--- src/design/mlpbp_pkg.sv ---
`timescale 1ns / 1ps
package mlpbp_pkg;

    localparam int FRAC_BITS    = 12;
    localparam int WEIGHT_COUNT = 9;
    localparam int SIG_DEPTH    = 256;
    localparam int SIG_IDX_W    = $clog2(SIG_DEPTH);
    localparam int IDX_SHIFT    = FRAC_BITS + 4 - SIG_IDX_W;
    localparam int Q_W          = FRAC_BITS + 1;
    localparam int W_W          = 16;
    localparam int IDX_W        = 4;
    localparam int MUL_W        = 20;
    localparam int PROD_W       = 2 * MUL_W;
    localparam int ONE_Q        = 1 << FRAC_BITS;
    localparam int LR_W         = 13;
    localparam int ERR_W        = 24;
    localparam int ERR_CAP      = 8388608;
    localparam int SQ_SHIFT     = 2 * FRAC_BITS - 23;
    localparam int SQE_W        = 2 * Q_W - SQ_SHIFT;
    localparam int CFG_IDX_W    = 1;
    localparam int IN_DATA_W    = 64;
    localparam int OUT_DATA_W   = 56;

    localparam logic [CFG_IDX_W-1:0] CFG_LEARNING_RATE   = 1'b0;
    localparam logic [CFG_IDX_W-1:0] CFG_ERROR_THRESHOLD = 1'b1;

    typedef enum logic [1:0] {
        ACT_WRITE,
        ACT_READ,
        ACT_TRAIN,
        ACT_NONE
    } action_t;

    typedef enum logic [4:0] {
        UOP_HA0, UOP_HA1, UOP_HA2,
        UOP_HB0, UOP_HB1, UOP_HB2,
        UOP_P0,  UOP_P1,  UOP_P2,
        UOP_SQ,
        UOP_D0,  UOP_D1,  UOP_D2,  UOP_D3,  UOP_D4,  UOP_D5,
        UOP_D6,  UOP_D7,  UOP_D8,  UOP_D9,  UOP_D10, UOP_D11,
        UOP_D12, UOP_D13, UOP_D14, UOP_D15, UOP_D16
    } uop_t;

    typedef enum logic [2:0] {
        ST_IDLE,
        ST_LOAD,
        ST_MUL,
        ST_WB,
        ST_CHECK,
        ST_UPDATE,
        ST_FIN
    } state_t;

    typedef struct packed {
        logic capture;
        logic mul;
        logic wb;
        logic update;
        logic finish;
        uop_t uop;
    } ctrl_cmd_t;

    typedef struct packed {
        logic train;
        logic below;
        logic out_free;
    } dp_sts_t;

    typedef logic [Q_W-1:0] sig_tab_t [SIG_DEPTH];

    function automatic logic [63:0] udiv64(input logic [63:0] n, input logic [63:0] d);
        logic [63:0] q;
        logic [63:0] r;
        q = '0;
        r = '0;
        for (int i = 63; i >= 0; i--) begin
            r = {r[62:0], n[i]};
            if (r >= d) begin
                r    = r - d;
                q[i] = 1'b1;
            end
        end
        return q;
    endfunction

    // Sigmoid at each cell center over [-8, 8), rounded to nearest in Q0.F.
    function automatic sig_tab_t build_sig_tab();
        sig_tab_t    tab;
        logic [63:0] v;
        logic [63:0] a;
        logic [63:0] x;
        logic [63:0] x2;
        logic [63:0] e;
        logic [63:0] den;
        logic [63:0] s;
        logic        neg;
        for (int k = 0; k < SIG_DEPTH; k++) begin
            v   = (64'(2 * k + 1) << 36) / (2 * SIG_DEPTH);
            neg = v < (64'd8 << 32);
            a   = neg ? ((64'd8 << 32) - v) : (v - (64'd8 << 32));
            x   = a >> 8;
            x2  = (x * x) >> 32;
            e   = (64'd1 << 32) - x + ((x * x) >> 33) - (((x2 * x) >> 32) / 6);
            if (e > 64'hFFFF_FFFF)
                e = 64'hFFFF_FFFF;
            for (int i = 0; i < 8; i++)
                e = (e * e) >> 32;
            den = (64'd1 << 32) + e;
            s   = udiv64((64'd1 << (FRAC_BITS + 32)) + (den >> 1), den);
            tab[k] = neg ? Q_W'(64'(ONE_Q) - s) : Q_W'(s);
        end
        return tab;
    endfunction

    localparam sig_tab_t SIG_TAB = build_sig_tab();

endpackage

--- src/design/mlpbp_ctrl.sv ---
`timescale 1ns / 1ps
module mlpbp_ctrl (
    input  logic                  clk,
    input  logic                  rst_n,
    input  logic                  s_tvalid,
    output logic                  s_tready,
    input  mlpbp_pkg::dp_sts_t    sts,
    output mlpbp_pkg::ctrl_cmd_t  cmd
);
    import mlpbp_pkg::*;

    state_t state_reg;
    state_t state_next;
    uop_t   uop_reg;
    uop_t   uop_next;

    always_ff @(posedge clk or negedge rst_n)
    begin
        if (!rst_n)
        begin
            state_reg <= ST_IDLE;
            uop_reg   <= UOP_HA0;
        end
        else
        begin
            state_reg <= state_next;
            uop_reg   <= uop_next;
        end
    end

    always_comb
    begin
        state_next = state_reg;
        uop_next   = uop_reg;
        case (state_reg)
            ST_IDLE:
            begin
                if (s_tvalid)
                    state_next = ST_LOAD;
            end
            ST_LOAD:
            begin
                uop_next   = UOP_HA0;
                state_next = sts.train ? ST_MUL : ST_FIN;
            end
            ST_MUL:
                state_next = ST_WB;
            ST_WB:
            begin
                if (uop_reg == UOP_D16)
                    state_next = ST_UPDATE;
                else
                begin
                    uop_next   = uop_t'(uop_reg + 5'd1);
                    state_next = (uop_reg == UOP_SQ) ? ST_CHECK : ST_MUL;
                end
            end
            ST_CHECK:
                state_next = sts.below ? ST_FIN : ST_MUL;
            ST_UPDATE:
                state_next = ST_FIN;
            ST_FIN:
            begin
                if (sts.out_free)
                    state_next = ST_IDLE;
            end
            default:
                state_next = ST_IDLE;
        endcase
    end

    always_comb
    begin
        s_tready    = (state_reg == ST_IDLE);
        cmd.capture = (state_reg == ST_IDLE) && s_tvalid;
        cmd.mul     = (state_reg == ST_MUL);
        cmd.wb      = (state_reg == ST_WB);
        cmd.update  = (state_reg == ST_UPDATE);
        cmd.finish  = (state_reg == ST_FIN) && sts.out_free;
        cmd.uop     = uop_reg;
    end

    a_finish_free: assert property (@(posedge clk) disable iff (!rst_n)
        cmd.finish |-> sts.out_free)
        else $error("result loaded while output register full");

    a_update_above: assert property (@(posedge clk) disable iff (!rst_n)
        (state_reg == ST_CHECK && !sts.below) |=> (state_reg == ST_MUL && uop_reg == UOP_D0))
        else $error("back-propagation did not start after error check");

    a_mul_wb: assert property (@(posedge clk) disable iff (!rst_n)
        (state_reg == ST_MUL) |=> (state_reg == ST_WB && $stable(uop_reg)))
        else $error("product not written back");

endmodule

--- src/design/mlpbp_dp.sv ---
`timescale 1ns / 1ps
module mlpbp_dp (
    input  logic                                clk,
    input  logic                                rst_n,
    input  logic                                cfg_we,
    input  logic [mlpbp_pkg::CFG_IDX_W-1:0]     cfg_index,
    input  logic [mlpbp_pkg::ERR_W-1:0]         cfg_data,
    input  logic [mlpbp_pkg::IN_DATA_W-1:0]     s_tdata,
    input  logic [1:0]                          s_tuser,
    output logic                                m_tvalid,
    input  logic                                m_tready,
    output logic [mlpbp_pkg::OUT_DATA_W-1:0]    m_tdata,
    input  mlpbp_pkg::ctrl_cmd_t                cmd,
    output mlpbp_pkg::dp_sts_t                  sts
);
    import mlpbp_pkg::*;

    logic signed [W_W-1:0]    w_reg [WEIGHT_COUNT];
    logic signed [MUL_W-1:0]  dw_reg [WEIGHT_COUNT];
    logic [LR_W-1:0]          lr_reg;
    logic [ERR_W-1:0]         thr_reg;
    action_t                  act_reg;
    logic [IDX_W-1:0]         idx_reg;
    logic signed [W_W-1:0]    wv_reg;
    logic [Q_W-1:0]           x0_reg;
    logic [Q_W-1:0]           x1_reg;
    logic [Q_W-1:0]           tg_reg;
    logic signed [PROD_W-1:0] prod_reg;
    logic signed [PROD_W-1:0] acc_reg;
    logic [Q_W-1:0]           ha_reg;
    logic [Q_W-1:0]           hb_reg;
    logic [Q_W-1:0]           p_reg;
    logic [SQE_W-1:0]         err_reg;
    logic signed [MUL_W-1:0]  t0_reg;
    logic signed [MUL_W-1:0]  t1_reg;
    logic signed [MUL_W-1:0]  dout_reg;
    logic signed [MUL_W-1:0]  da_reg;
    logic signed [MUL_W-1:0]  db_reg;
    logic                     m_tvalid_reg;
    logic [OUT_DATA_W-1:0]    m_tdata_reg;
    logic [OUT_DATA_W-1:0]    m_tdata_next;

    logic signed [MUL_W-1:0]  op_a;
    logic signed [MUL_W-1:0]  op_b;
    logic signed [MUL_W-1:0]  one_s;
    logic signed [MUL_W-1:0]  x0_s;
    logic signed [MUL_W-1:0]  x1_s;
    logic signed [MUL_W-1:0]  tg_s;
    logic signed [MUL_W-1:0]  ha_s;
    logic signed [MUL_W-1:0]  hb_s;
    logic signed [MUL_W-1:0]  p_s;
    logic signed [MUL_W-1:0]  lr_s;
    logic signed [PROD_W-1:0] prod_sh;
    logic signed [MUL_W-1:0]  fm;
    logic signed [PROD_W-1:0] acc_sum;
    logic                     below;
    logic                     idx_ok;

    function automatic logic [Q_W-1:0] sig_lookup(input logic signed [PROD_W-1:0] sum);
        logic signed [PROD_W-1:0] t;
        logic signed [PROD_W-1:0] hi;
        logic [SIG_IDX_W-1:0]     k;
        t  = (sum >>> FRAC_BITS) + $signed(PROD_W'(8 << FRAC_BITS));
        hi = t >>> IDX_SHIFT;
        if (t < 0)
            k = '0;
        else if (hi > $signed(PROD_W'(SIG_DEPTH - 1)))
            k = SIG_IDX_W'(SIG_DEPTH - 1);
        else
            k = t[IDX_SHIFT +: SIG_IDX_W];
        return SIG_TAB[k];
    endfunction

    assign one_s   = MUL_W'(ONE_Q);
    assign x0_s    = MUL_W'(x0_reg);
    assign x1_s    = MUL_W'(x1_reg);
    assign tg_s    = MUL_W'(tg_reg);
    assign ha_s    = MUL_W'(ha_reg);
    assign hb_s    = MUL_W'(hb_reg);
    assign p_s     = MUL_W'(p_reg);
    assign lr_s    = MUL_W'(lr_reg);
    assign prod_sh = prod_reg >>> FRAC_BITS;
    assign fm      = MUL_W'(prod_sh);
    assign acc_sum = acc_reg + prod_reg;
    assign below   = err_reg < SQE_W'(thr_reg);
    assign idx_ok  = idx_reg < IDX_W'(WEIGHT_COUNT);

    always_comb
    begin
        op_a = '0;
        op_b = '0;
        case (cmd.uop)
            UOP_HA0: begin op_a = MUL_W'(w_reg[0]); op_b = x0_s;  end
            UOP_HA1: begin op_a = MUL_W'(w_reg[2]); op_b = x1_s;  end
            UOP_HA2: begin op_a = MUL_W'(w_reg[4]); op_b = one_s; end
            UOP_HB0: begin op_a = MUL_W'(w_reg[1]); op_b = x0_s;  end
            UOP_HB1: begin op_a = MUL_W'(w_reg[3]); op_b = x1_s;  end
            UOP_HB2: begin op_a = MUL_W'(w_reg[5]); op_b = one_s; end
            UOP_P0:  begin op_a = MUL_W'(w_reg[6]); op_b = ha_s;  end
            UOP_P1:  begin op_a = MUL_W'(w_reg[7]); op_b = hb_s;  end
            UOP_P2:  begin op_a = MUL_W'(w_reg[8]); op_b = one_s; end
            UOP_SQ:  begin op_a = p_s - tg_s;       op_b = p_s - tg_s; end
            UOP_D0:  begin op_a = p_s;              op_b = one_s - p_s; end
            UOP_D1:  begin op_a = t0_reg;           op_b = tg_s - p_s;  end
            UOP_D2:  begin op_a = dout_reg;         op_b = MUL_W'(w_reg[6]); end
            UOP_D3:  begin op_a = ha_s;             op_b = one_s - ha_s; end
            UOP_D4:  begin op_a = t1_reg;           op_b = t0_reg; end
            UOP_D5:  begin op_a = dout_reg;         op_b = MUL_W'(w_reg[7]); end
            UOP_D6:  begin op_a = hb_s;             op_b = one_s - hb_s; end
            UOP_D7:  begin op_a = t1_reg;           op_b = t0_reg; end
            UOP_D8:  begin op_a = lr_s;             op_b = da_reg; end
            UOP_D9:  begin op_a = lr_s;             op_b = db_reg; end
            UOP_D10: begin op_a = lr_s;             op_b = dout_reg; end
            UOP_D11: begin op_a = dw_reg[4];        op_b = x0_s; end
            UOP_D12: begin op_a = dw_reg[4];        op_b = x1_s; end
            UOP_D13: begin op_a = dw_reg[5];        op_b = x0_s; end
            UOP_D14: begin op_a = dw_reg[5];        op_b = x1_s; end
            UOP_D15: begin op_a = dw_reg[8];        op_b = ha_s; end
            UOP_D16: begin op_a = dw_reg[8];        op_b = hb_s; end
            default: begin op_a = '0;               op_b = '0;   end
        endcase
    end

    // Configuration registers
    always_ff @(posedge clk or negedge rst_n)
    begin
        if (!rst_n)
        begin
            lr_reg  <= LR_W'(819);
            thr_reg <= ERR_W'(167772);
        end
        else if (cfg_we)
        begin
            case (cfg_index)
                CFG_LEARNING_RATE:   lr_reg  <= cfg_data[LR_W-1:0];
                CFG_ERROR_THRESHOLD: thr_reg <= cfg_data;
                default:             lr_reg  <= lr_reg;
            endcase
        end
    end

    // Weight store: write on finish, saturated add on update
    always_ff @(posedge clk or negedge rst_n)
    begin
        if (!rst_n)
        begin
            for (int i = 0; i < WEIGHT_COUNT; i++)
                w_reg[i] <= '0;
        end
        else if (cmd.update)
        begin
            for (int i = 0; i < WEIGHT_COUNT; i++)
            begin
                if ((MUL_W + 1)'(w_reg[i]) + (MUL_W + 1)'(dw_reg[i]) > (MUL_W + 1)'(32767))
                    w_reg[i] <= W_W'(32767);
                else if ((MUL_W + 1)'(w_reg[i]) + (MUL_W + 1)'(dw_reg[i])
                         < -(MUL_W + 1)'(32768))
                    w_reg[i] <= W_W'(-32768);
                else
                    w_reg[i] <= W_W'((MUL_W + 1)'(w_reg[i]) + (MUL_W + 1)'(dw_reg[i]));
            end
        end
        else if (cmd.finish && act_reg == ACT_WRITE && idx_ok)
            w_reg[idx_reg] <= wv_reg;
    end

    // Item capture and shared multiplier datapath
    always_ff @(posedge clk)
    begin
        if (cmd.capture)
        begin
            act_reg <= action_t'(s_tuser);
            idx_reg <= s_tdata[3:0];
            wv_reg  <= s_tdata[19:4];
            x0_reg  <= s_tdata[32:20];
            x1_reg  <= s_tdata[45:33];
            tg_reg  <= s_tdata[58:46];
        end
        if (cmd.mul)
            prod_reg <= op_a * op_b;
        if (cmd.wb)
        begin
            case (cmd.uop)
                UOP_HA0, UOP_HB0, UOP_P0: acc_reg <= prod_reg;
                UOP_HA1, UOP_HB1, UOP_P1: acc_reg <= acc_sum;
                UOP_HA2: ha_reg   <= sig_lookup(acc_sum);
                UOP_HB2: hb_reg   <= sig_lookup(acc_sum);
                UOP_P2:  p_reg    <= sig_lookup(acc_sum);
                UOP_SQ:  err_reg  <= prod_reg[2*Q_W-1:SQ_SHIFT];
                UOP_D0:  t0_reg   <= fm;
                UOP_D1:  dout_reg <= fm;
                UOP_D2:  t0_reg   <= fm;
                UOP_D3:  t1_reg   <= fm;
                UOP_D4:  da_reg   <= fm;
                UOP_D5:  t0_reg   <= fm;
                UOP_D6:  t1_reg   <= fm;
                UOP_D7:  db_reg   <= fm;
                UOP_D8:  dw_reg[4] <= fm;
                UOP_D9:  dw_reg[5] <= fm;
                UOP_D10: dw_reg[8] <= fm;
                UOP_D11: dw_reg[0] <= fm;
                UOP_D12: dw_reg[2] <= fm;
                UOP_D13: dw_reg[1] <= fm;
                UOP_D14: dw_reg[3] <= fm;
                UOP_D15: dw_reg[6] <= fm;
                UOP_D16: dw_reg[7] <= fm;
                default: acc_reg  <= acc_reg;
            endcase
        end
    end

    // Output register
    always_ff @(posedge clk or negedge rst_n)
    begin
        if (!rst_n)
            m_tvalid_reg <= 1'b0;
        else if (cmd.finish)
            m_tvalid_reg <= 1'b1;
        else if (m_tready)
            m_tvalid_reg <= 1'b0;
    end

    always_comb
    begin
        m_tdata_next = '0;
        case (act_reg)
            ACT_READ:
            begin
                if (idx_ok)
                    m_tdata_next[53:38] = w_reg[idx_reg];
            end
            ACT_TRAIN:
            begin
                m_tdata_next[12:0]  = p_reg;
                m_tdata_next[36:13] = (err_reg > SQE_W'(ERR_CAP)) ? ERR_W'(ERR_CAP)
                                                                  : err_reg[ERR_W-1:0];
                m_tdata_next[37]    = below;
            end
            default:
                m_tdata_next = '0;
        endcase
    end

    always_ff @(posedge clk)
    begin
        if (cmd.finish)
            m_tdata_reg <= m_tdata_next;
    end

    assign m_tvalid     = m_tvalid_reg;
    assign m_tdata      = m_tdata_reg;
    assign sts.train    = (act_reg == ACT_TRAIN);
    assign sts.below    = below;
    assign sts.out_free = !m_tvalid_reg || m_tready;

endmodule

--- src/design/mlp_2_2_1_backprop_step.sv ---
`timescale 1ns / 1ps
// Training step of a 2-2-1 sigmoid perceptron with nine on-chip Q4.12 weights.
// Slave channel: one transaction per action; s_tuser selects write weight,
// read weight or train, s_tdata carries index, value, two inputs and target.
// Master channel: one transaction per accepted item with prediction, half
// squared error, within-limit flag and weight readback.
// cfg_we/cfg_index/cfg_data set learning rate (0) and error threshold (1);
// write them only while the block is idle.
// After acceptance, write and read items go from load to finish; a train item
// runs its forward products and squared error, then back-propagation and the
// weight update only if the error is not below threshold. The next item is taken
// only after finish. The single shared 20x20 multiplier does each of the 27
// products as an issue step and a write-back step, in dependency order.
// Reset clears the weights to zero, restores the default registers and empties
// the output register. While the receiver stalls, the result holds in the
// output register; the next item is still accepted and processed, and its
// result waits until the register frees.
module mlp_2_2_1_backprop_step (
    input  logic                                clk,
    input  logic                                rst_n,
    input  logic                                cfg_we,
    input  logic [mlpbp_pkg::CFG_IDX_W-1:0]     cfg_index,
    input  logic [mlpbp_pkg::ERR_W-1:0]         cfg_data,
    input  logic                                s_tvalid,
    output logic                                s_tready,
    // weight_index[3:0], weight_value[19:4], first_input[32:20],
    // second_input[45:33], target[58:46], zero fill above
    input  logic [mlpbp_pkg::IN_DATA_W-1:0]     s_tdata,
    // action[1:0]
    input  logic [1:0]                          s_tuser,
    output logic                                m_tvalid,
    input  logic                                m_tready,
    // prediction[12:0], half_sq_error[36:13], within_limit[37],
    // weight_readback[53:38], zero fill above
    output logic [mlpbp_pkg::OUT_DATA_W-1:0]    m_tdata
);
    import mlpbp_pkg::*;

    ctrl_cmd_t cmd;
    dp_sts_t   sts;

    // Sequence the multiply steps and the output handoff
    mlpbp_ctrl u_ctrl (
        .clk      (clk),
        .rst_n    (rst_n),
        .s_tvalid (s_tvalid),
        .s_tready (s_tready),
        .sts      (sts),
        .cmd      (cmd)
    );

    // Hold weights, operands, shared multiplier and output register
    mlpbp_dp u_dp (
        .clk       (clk),
        .rst_n     (rst_n),
        .cfg_we    (cfg_we),
        .cfg_index (cfg_index),
        .cfg_data  (cfg_data),
        .s_tdata   (s_tdata),
        .s_tuser   (s_tuser),
        .m_tvalid  (m_tvalid),
        .m_tready  (m_tready),
        .m_tdata   (m_tdata),
        .cmd       (cmd),
        .sts       (sts)
    );

endmodule
--- config.mk ---
export PLATFORM = sky130hd
export DESIGN_NAME = mlp_2_2_1_backprop_step
export DESIGN_NICKNAME = d
export VERILOG_FILES = /design/src/design/mlpbp_pkg.sv /design/src/design/mlpbp_ctrl.sv /design/src/design/mlpbp_dp.sv /design/src/design/mlp_2_2_1_backprop_step.sv
export SDC_FILE = /design/constraint.sdc
export NUM_CORES = 2
export LEC_CHECK = 0
export BUFFER_PORTS_ARGS = -buffer_cell sky130_fd_sc_hd__buf_2
export CORE_MARGIN = 2
export CORE_UTILIZATION = 40
export CTS_BUF_LIST = sky130_fd_sc_hd__clkbuf_16
export DETAILED_ROUTE_END_ITERATION = 10
export PLACE_DENSITY = 0.55
export REMOVE_ABC_BUFFERS = 1
export SYNTH_ARGS = -nofsm -noshare
export SYNTH_HDL_FRONTEND = slang
export SYNTH_SLANG_ARGS = --single-unit
--- constraint.sdc ---
create_clock -name clk -period 11.8 [get_ports clk]
set_input_delay 0.59 -clock clk [delete_from_list [all_inputs] [get_ports clk]]
set_output_delay 0.59 -clock clk [all_outputs]
set_load 0.01 [all_outputs]
==> metrics.yaml <==
finish:
  largest_reg_flops: 180
  final_util_pct: 45.19
  nFillCells: 14060
  register_area_um2: 20840
  multi_input_area_um2: 35590
  nets: 7018
  drive_above_1_share_pct: 11.82
  area_delta_synth_final_pct: 12.02
setup_path:
  cpMaxStageDelayCell: "o211ai_1"
  crit_type: "reg2reg"
  crit_path_end_kind: "flip-flop"
  cpPeakStageDelay_ps: 960
  cpLargestDelayFamily: "compound AO/OA/AOI/OAI gates"
  arrival_ps: 11780
  path_max_fanout: 8
  cp-start-kind: "flip-flop"
  crit_top_cell: "fa_1"
  critPathRequiredTime_ps: 12220
  path_buf_inv: 7
placed_design:
  port_buffers: 145
  hpwlAfterDp_um: 176100
  place.gp.congestion: 1.054
floorplan:
  initial_core_util_pct: 40.34
  core_um2: 148000
  die_w_um: 390.4
  die_y_um: 390.4
  fp-row-count: 141
  die_area_um2: 152400
  ios: 154
sta:
  hold_viol: 0
  setup_tns_ps: 0
  fin_skew_ps: 61.16
  period_needed_ps: 11360
  finalSetupViolations: 0
  slew_violations: 0
  worst_pin_slew_ps: 1304
  hold_ws_ps: 39.83
  fin_crit_sh_pct: 96.29
  rsz0062_at_grt: "no"
  relSlewSlack_pct: 12.84
  fmax_mhz: 88.01
cts:
  htree_levels: 3
  clock-root-buffer: "clkbuf_16"
  post_cts_buffers: 0
  tritoncts: "built"
  clkTransAtPathRegs_ps: 60
  cts_sinks: 725
  cts_buffers: 89
  insertion_delay_ps: 730
  cts_buffer_depth: 3
detailed_routing:
  detail-route-antenna-nets: 0
  drt_wl_total_um: 236100
  drt-initial-drc-count: 6370
  wl_per_cell_um: 29.14
  first_pass_iters: 9
  drt_drc_violations_left: 0
  vias: 49350
  vias_per_cell: 6.091
logic_synthesis:
  synth_top_area_share_pct: 26.90
  ys_ff_latch: 725
  synthCells: 5873
  synth-main-ff-cell: "edfxtp_1"
  seq_area_frac_synth_pct: 34.90
  synth_edf_count: 535
  synth_compound_area_share_pct: 15.79
  synth.area.mux_share_pct: 4.869
  synth_cell_types: 107
  synth-simple-area-share_pct: 11.91
  ys_warn_count: 0
  synth_area_um2: 59710
  async_flop_share_pct: 26.21
  synth_top_family_by_area: "adder cells"
  synth-xor-area-share_pct: 3.711
  synthAdderAreaFrac_pct: 22.83
  synthTopCellsByArea: "edfxtp_1 (27%), fa_1 (15%), ha_1 (8.3%)"
  syn_avg_cell_area_um2: 10.17
  synth_top_area_cell: "edfxtp_1"
global_route:
  grt_overflow: 0
  grt_pass1_vias: 48320
  grt_max_degree: 86
  grt_pass1_wl_um: 340100
  antenna_found_initial: 18
  grt_usage_pct: 30.82
flow_run:
  maxCapViolations: 0
outcome:
  outcome: "finished, final reports clean"
worst_hold_path:
  hold_class: "in2reg"
repair_timing:
item / CTS / global route
endpoints found under the hold margin: 90 / 0
resized for setup: 0 / 7
hold buffers: 7 / 0
endpoints found under the setup margin: 0 / 2
per-stage QoR:
step / cell area (um^2) / setup slack, ps / instances
finish: 66890 / 437.6 / 8102
global route: 66880 / 7.269 / 8096
CTS: 66860 / 499.8 / 8096
detailed placement: 63920 / 638.9 / 7924
global placement: 63920 / 580.6 / 7924
floorplan: 58630 / 876.3 / 5599
synth_stat cells, types with 25 or more instances:
cell type  number
xor2_1         82
fa_1          433
o21bai_1       60
o221ai_1       63
and2_1         48
nor4_1         28
ha_1          397
nand2_1       519
a221oi_1       32
mux4_2         32
or3_1          25
o21ai_0       183
xnor2_1       171
a22oi_1       106
edfxtp_1      535
and3_1         38
a31oi_1        52
nor2b_1        62
buf_1          30
mux2i_1       163
nor2_1        445
a222oi_1       50
o211ai_1       85
mux2_2         46
nand3_1       102
dfrtp_1       174
nand2b_1       61
inv_1         657
o21a_1         35
a21o_1         99
a21oi_1       293
clkbuf_1      216
nand4_1        40
nor3_1         99
a211oi_1       29
layout make-up:
type	count	share of cell area, %
Antenna cell	6	0.02245
Clock buffer	90	3.367
Clock inverter	75	0.9184
Inverter	660	3.704
Multi-Input combinational cell	4214	53.21
Sequential cell	725	31.15
Tap cell	1930	3.610
Timing Repair Buffer	402	4.016
per-layer routing:
layer / track usage [%] / wire [um] / vias up
met5: 0 / 61 / -
met4: 15.69 / 14310 / 8
met3: 6.456 / 24640 / 575
met2: 47.08 / 103800 / 2651
met1: 41.36 / 93250 / 24750
li1: - / - / 21370
cell families (layout without fill, tap and decap cells):
group / count (synthesis) / after routing
and+or+nand+nor: 1542 / 1542
DFF: 725 / 725
other: 1 / 9
muxes: 243 / 243
buffers and inverters: 936 / 1227
AOI/OAI and AO/OA: 1343 / 1343
xor gates and xnor gates: 253 / 253
adders and majority gates: 830 / 830
final timing paths:
kind	from	endpoint	slack [ps]	cells after the start
setup / recovery	u_dp.p_reg[1]	u_dp.prod_reg[39]	440	42
hold / removal	s_tdata[50]	u_dp.tg_reg[4]	40	1
setup reg to reg	u_dp.p_reg[1]	u_dp.prod_reg[39]	440	42
hold reg to reg	u_dp.thr_reg[5]	u_dp.thr_reg[5]	510	1
max in group asynchronous	rst_n	u_dp.thr_reg[7]	9220	4
min in group asynchronous	rst_n	u_dp.w_reg[108]	460	2
worst reg2reg max path, delay by kind of cell (launching register included):
family | cells | cell delay [ps]
flops | 1 | 620
buf+inv | 7 | 790
compound gates | 17 | 4680
xor+xnor | 1 | 80
fa+ha+maj | 9 | 4090
simple gates | 8 | 820
cells in the final DEF (no fill, tap or decap), drive strengths merged, types with 99 or more instances in the layout:
master / n
nand2: 519
dfrtp: 174
nor2: 446
ha: 397
a22oi: 106
inv: 685
mux2i: 164
o21ai: 205
a21oi: 294
buf: 395
edfxtp: 535
a21o: 99
nand3: 102
nor3: 99
fa: 433
xnor2: 171
Power is left out: the tool's default activity adds up to more than one toggle a clock period on the data nets, which glitch-free logic cannot reach.
